### src/tlss_pkg.sv
// Shared constants, codes and types of the two-level slot swap table.
`timescale 1ns / 1ps

package tlss_pkg;

  // Table geometry.
  localparam int SLOTS    = 8;
  localparam int ID_BITS  = 16;
  localparam int IDX_BITS = (SLOTS > 1) ? $clog2(SLOTS) : 1;
  localparam int CNT_BITS = $clog2(SLOTS + 1);

  // Fixed field widths of the request and result channels.
  localparam int MODE_W    = 3;
  localparam int PID_W     = 16;
  localparam int STATUS_W  = 3;
  localparam int SLOT_W    = 3;
  localparam int COUNT_W   = 4;
  localparam logic [COUNT_W-1:0] COUNT_MAX = '1;

  // Operation codes carried in the mode field.
  typedef enum logic [MODE_W-1:0] {
    MODE_CLR_PRI   = 3'd0,
    MODE_CLR_SEC   = 3'd1,
    MODE_ALLOC     = 3'd2,
    MODE_SWAP_OUT  = 3'd3,
    MODE_SWAP_IN   = 3'd4,
    MODE_TERMINATE = 3'd5,
    MODE_REMOVE    = 3'd6
  } mode_t;

  // Result status codes.
  typedef enum logic [STATUS_W-1:0] {
    ST_OK        = 3'd0,
    ST_ZERO_ID   = 3'd1,
    ST_DUPLICATE = 3'd2,
    ST_PRI_FULL  = 3'd3,
    ST_SEC_FULL  = 3'd4,
    ST_NOT_FOUND = 3'd5
  } status_t;

  // Sequencer states.
  typedef enum logic [1:0] {
    FSM_IDLE,
    FSM_SCAN_SRC,
    FSM_SCAN_DST,
    FSM_FINISH
  } fsm_t;

  // Write and invalidate controls for one slot table.
  typedef struct packed {
    logic                wr_en;
    logic [IDX_BITS-1:0] wr_addr;
    logic [ID_BITS-1:0]  wr_data;
    logic                inv_en;
    logic [IDX_BITS-1:0] inv_addr;
    logic                inv_all;
  } tbl_ctrl_t;

endpackage

### src/tlss_table.sv
// One slot table: synchronous memory with per-slot valid bits.
`timescale 1ns / 1ps

module tlss_table import tlss_pkg::*; (
  input  logic                clk,
  input  logic                rst,
  input  logic [IDX_BITS-1:0] rd_addr,
  input  tbl_ctrl_t           ctrl,
  output logic [ID_BITS-1:0]  rd_data
);

  logic [ID_BITS-1:0] mem [SLOTS];
  logic [SLOTS-1:0]   vld;
  logic [ID_BITS-1:0] rd_q;
  logic               rd_vld;

  // Memory write port and registered read port.
  always_ff @(posedge clk) begin
    if (ctrl.wr_en) begin
      mem[ctrl.wr_addr] <= ctrl.wr_data;
    end
    rd_q   <= mem[rd_addr];
    rd_vld <= vld[rd_addr];
  end

  // Valid bits: an invalid slot reads as empty, so reset and clears are immediate.
  always_ff @(posedge clk) begin
    if (rst) begin
      vld <= '0;
    end else if (ctrl.inv_all) begin
      vld <= '0;
    end else begin
      if (ctrl.inv_en) begin
        vld[ctrl.inv_addr] <= 1'b0;
      end
      if (ctrl.wr_en) begin
        vld[ctrl.wr_addr] <= 1'b1;
      end
    end
  end

  assign rd_data = rd_vld ? rd_q : '0;

endmodule
### config.mk
export PLATFORM = sky130hd
export DESIGN_NAME = tlss_table
export DESIGN_NICKNAME = d
export VERILOG_FILES = /design/src/tlss_pkg.sv /design/src/tlss_table.sv
export SDC_FILE = /design/constraint.sdc
export NUM_CORES = 1
export LEC_CHECK = 0
export BUFFER_PORTS_ARGS = -buffer_cell sky130_fd_sc_hd__buf_4
export CORE_ASPECT_RATIO = 1.2
export CORE_MARGIN = 4
export CORE_UTILIZATION = 53
export DETAILED_ROUTE_END_ITERATION = 7
export PLACE_DENSITY = 0.79
export REMOVE_ABC_BUFFERS = 1
export SLEW_MARGIN = 15
export SYNTH_ARGS = -nofsm -noshare
export SYNTH_HDL_FRONTEND = slang
export SYNTH_SLANG_ARGS = --single-unit
### constraint.sdc
create_clock -name clk -period 2.13 [get_ports clk]
set_input_delay 0.426 -clock clk [delete_from_list [all_inputs] [get_ports clk]]
set_output_delay 0.426 -clock clk [all_outputs]
set_load 0.01 [all_outputs]
---- After elaboration in Yosys (flattened, before gate mapping) ----
Memories as Yosys holds them, arrays and structs flattened. A register that Yosys moved wholly into a read port is not among the register bits.
Index checks and enable logic that the tools add are counted.
word-level totals
  register bits after elaboration ......... 9
  output and inout port bits .............. 16
  RAM bits ................................ 128
  memories kept ........................... 1
  memory bits (read-only) ................. 0
  latch bits .............................. 0
  bits of input ports ..................... 30
operators by class
  muxes and demuxes ....................... 13
  shifts and indexed selects .............. 0
  multiply operators ...................... 0
  divide/modulo/power cells ............... 0
  bitwise operators ....................... 3
  reductions and logical operators ........ 3
  equality and inequality tests ........... 0
  order comparisons ....................... 5
  add/sub/neg operators ................... 0
memories
  name  depth  bits a word  rd ports  clocked after memory_dff  wr ports  line              source
  mem   8      16           1         1                         1         tlss_table.sv:12  logic [ID_BITS-1:0] mem [SLOTS];
operator list
  kind                                                                           count
  8-bit 2-to-1 mux                                                               4
  16-bit 2-to-1 mux                                                              1
  3-bit by 4-bit less-than comparator with 1-bit output (second input constant)  3
  8-bit AND                                                                      1
  8-bit inverter                                                                 1
  8-bit OR                                                                       1
  1-bit demux with 3-bit select                                                  2
  3-bit by 1-bit >= comparator with 1-bit output (second input constant)         2
  1-bit 2-to-1 mux                                                               5
  1-bit binary-select mux with 3-bit select                                      1
  1-bit logical AND                                                              2
  2-bit OR reduction                                                             1

---- Logic depth before layout (Yosys ltp) ----
  depth in word-level cells ............... 11
  mapped depth ............................ 4

---- Least setup slack after synthesis ----
OpenSTA, ideal clock, no wires.
  path type ............................... input -> register
  start ................................... input port ctrl[24] (netlist name)
  end ..................................... memory mem[3][0], enable pin
  cell stages on the path ................. 2
  buffers on the path ..................... 0
  required time ........................... 1.715 ns
  setup slack ............................. -0.077 ns
  arrival ................................. 1.792 ns
  path through ............................ nand2_1 > nor3b_1
on the way
  word-level cells in the longest chain between the ends .. 2
ends and longest elaborated chain
  element                                 line              source
  start: declaration                      tlss_table.sv:8   input tbl_ctrl_t ctrl,
  1-bit 2-to-1 mux                        tlss_table.sv:19  if (ctrl.wr_en) begin
  1-bit 2-to-1 mux (not written as such)  tlss_table.sv:20  mem[ctrl.wr_addr] <= ctrl.wr_data;
  end: declaration                        tlss_table.sv:12
No other way between the ends.

---- Worst setup path after layout ----
  start ................................... register rd_vld
  end ..................................... output port rd_data[11]
on the way
  word-level cells in the longest chain between the ends .. 1
ends and longest elaborated chain
  element                   line              source
  start: declaration        tlss_table.sv:15  logic rd_vld;
  start signal: assignment  tlss_table.sv:23  rd_vld <= vld[rd_addr];
  16-bit 2-to-1 mux         tlss_table.sv:42  assign rd_data = rd_vld ? rd_q : '0;
  end: declaration          tlss_table.sv:9   output logic [ID_BITS-1:0] rd_data
No other way between the ends.

==> flow_metrics.tcl <==
set metrics [dict create \
    antenna_left 0 \
    layout.area.seq_um2 4344 \
    route.detailed.drc 0 \
    dieWidth_um 103.4 \
    portBuffers 45 \
    postSynthAreaPerCell_um2 21.35 \
    fin_skew_ns 0.007321 \
    highest_layer "met4" \
    grt_max_degree 35 \
    n_antenna_cell 0 \
    ys_ff_latch 153 \
    wl_mm 10.03 \
    synth.distinct_cells 24 \
    p_int_mw 5.428 \
    r2r_setup_slack_ns 0.82 \
    via_count 2676 \
    yosysMostFrequentCell "edfxtp_1" \
    met2_wirelength_mm 5.358 \
    switching_share_pct 18.48 \
    grt_overflow_total 0 \
    slowest_delay_ns 0.52 \
    cp_slowest_cell "dfxtp_1" \
    met3_length_um 520 \
    syn_inst 271 \
    die_y_um 122.5 \
    multi_input_area_um2 1354 \
    leakagePower_nw 2.496 \
    die_area_um2 12660 \
    p_total_mw 6.658 \
    antenna_found_initial 0 \
    finalNetCount 363 \
    wl_met1_mm 3.925 \
    cts.sinks 153 \
    vdd_drop_max_mv 0.7343 \
    dp.final_hpwl_mm 5.540 \
    critPathCaptureType "output pin" \
    share_comb_of_total_power_pct 4.6 \
    cts.repair.resized 0 \
    placed_area_um2 6320 \
    wl_per_cell_um 21.11 \
    clkSlewWorstSetupHoldPaths_ns 0.06 \
    synth_common_cells "edfxtp_1, dfxtp_1, mux4_1" \
    synthTopCellsByArea "edfxtp_1, mux4_1, dfxtp_1" \
    critical_path.startpoint_type "register" \
    worst_path_dominant_cell_family "flip-flops" \
    maxCapViolations 0 \
    finalSetupTns_ns 0 \
    power_switching_mw 1.230 \
    clock-root-buffer "clkbuf_16" \
    critPathBufInv 2 \
    drtIter0Drc 189 \
    fillers 706 \
    status "finished, final reports clean" \
    cts_max_path_buffers 2 \
    fin_area_um2 6925 \
    cts_tree "done" \
    clkPwrFrac_pct 44.5 \
    worstSetupPathType "register to output pin" \
    hold_buffers 0 \
    async_flop_share_pct 0 \
    yosysSeqAreaShare_pct 75.07 \
    cts_setup_buffers 0 \
    power_density_nw_per_um2 961.5 \
    vias_per_cell 5.634 \
    grt_pass1_wl_mm 15.51 \
    area_growth_syn_to_layout_pct 19.68 \
    grt_pass1_vias 2825 \
    worst_ep_required_time_ns 1.70 \
    slew_headroom_pct 70.77 \
    synth_flop_cell "edfxtp_1" \
    path_max_fanout 9 \
    max_freq_mhz 539.9 \
    synth_edf_count 128 \
    ys_warn_count 0 \
    synth_top_area_cell "edfxtp_1" \
    cp_common_cell "buf_4" \
    worstPathCellList "buf_4 -> and2_1 -> buf_4" \
    final_core_util_pct 65.22 \
    holdCritPathClass "input pin to register" \
    min_period_ns 1.852 \
    rsz0062_at_grt "no" \
    coreArea_um2 10620 \
    syn_area_um2 5787 \
    cts-buffers-inserted 17 \
    htreeDepth 4 \
    drive_above_1_share_pct 33.82 \
    setup_viol 0 \
    clk_latency_ns 0.41 \
    ioPinCount 46 \
    synth_top_area_share_pct 66.42 \
    initial_core_util_pct 54.50 \
    slew_violations 0 \
    worst_pin_slew_ns 0.4385 \
    hold_viol 0 \
    rows 41 \
    critPathArrivalTime_ns 1.43 \
    grt_use_total_pct 17.63 \
    drt-pass1-iter-count 4 \
    gp_congestion 0.7194 \
    finalCritPeriodShare_pct 86.96 \
    seqPwrFrac_pct 50.9 \
]
flip-flops by register name, summed over array words and instances, names as in the netlist:
signal  count
rd_q       16
mem       128
rd_vld      1
vld         8
cells by family after synthesis:
group	count (synthesis)	synth area share, %
AND/OR/NAND/NOR	33	3.395
multiplexers	51	18.10
flip-flops	153	75.07
buffers and inverters	18	1.708
AO/OA/AOI/OAI	16	1.730
power groups by stage:
stage	clock [mW]	combinational [mW]	sequential (mW)
floorplan	0	0.149	3.44
global placement	0	0.297	3.44
detailed placement	0	0.309	3.45
CTS	3.02	0.312	3.39
global route	3.17	0.333	3.40
finish	2.96	0.306	3.39
per-stage QoR:
stage | hold WS, ns | instances | setup slack (ns)
finish | 0.2468 | 475 | 0.2778
detailed placement | 0.4686 | 443 | 0.3318
floorplan | 0.4435 | 259 | -0.07747
CTS | 0.2257 | 475 | 0.1810
global route | 0.2321 | 475 | 0.1671
global placement | 0.4632 | 443 | 0.3721
path summary, 6_finish.rpt:
path	start	end	cells after the start
worst max-delay path	rd_vld	rd_data[11]	3
worst min-delay path	ctrl[18]	mem[6][13]	1
worst max register to register	mem[1][7]	rd_q[7]	2
worst min register to register	vld[0]	vld[0]	2
metal layers:
layer	global-route usage, %	up-vias
li1	-	1239
met1	21.75	1347
met2	28.95	71
met3	4.832	19
met4	7.854	0
met5	0	-
cell type report:
class / count / area share, %
clock buffers: 25 / 7.444
clock inverters: 7 / 1.301
inverters: 6 / 0.3252
multi-input cells: 100 / 19.55
flip-flops and latches: 153 / 62.73
well taps: 129 / 2.331
repair buffers: 55 / 6.323
layout by cell type, fill, tap and decap left out, types with 3 or more instances in the layout:
cell / n
mux4_1: 24
edfxtp_1: 128
inv_1: 6
buf_4: 53
a21oi_1: 6
clkbuf_16: 17
mux4_2: 10
mux2_2: 17
dfxtp_1: 25
and2_1: 16
nand2b_1: 3
clkinv_2: 3
clkbuf_8: 6
nand2_1: 4
o21ai_0: 4
worst register-to-register path, stage by stage, from the launching register on:
cell	delay (ns)
edfxtp_1	0.37
mux4_1	0.55
mux2_2	0.28
Power figures use the tool's default switching activity.
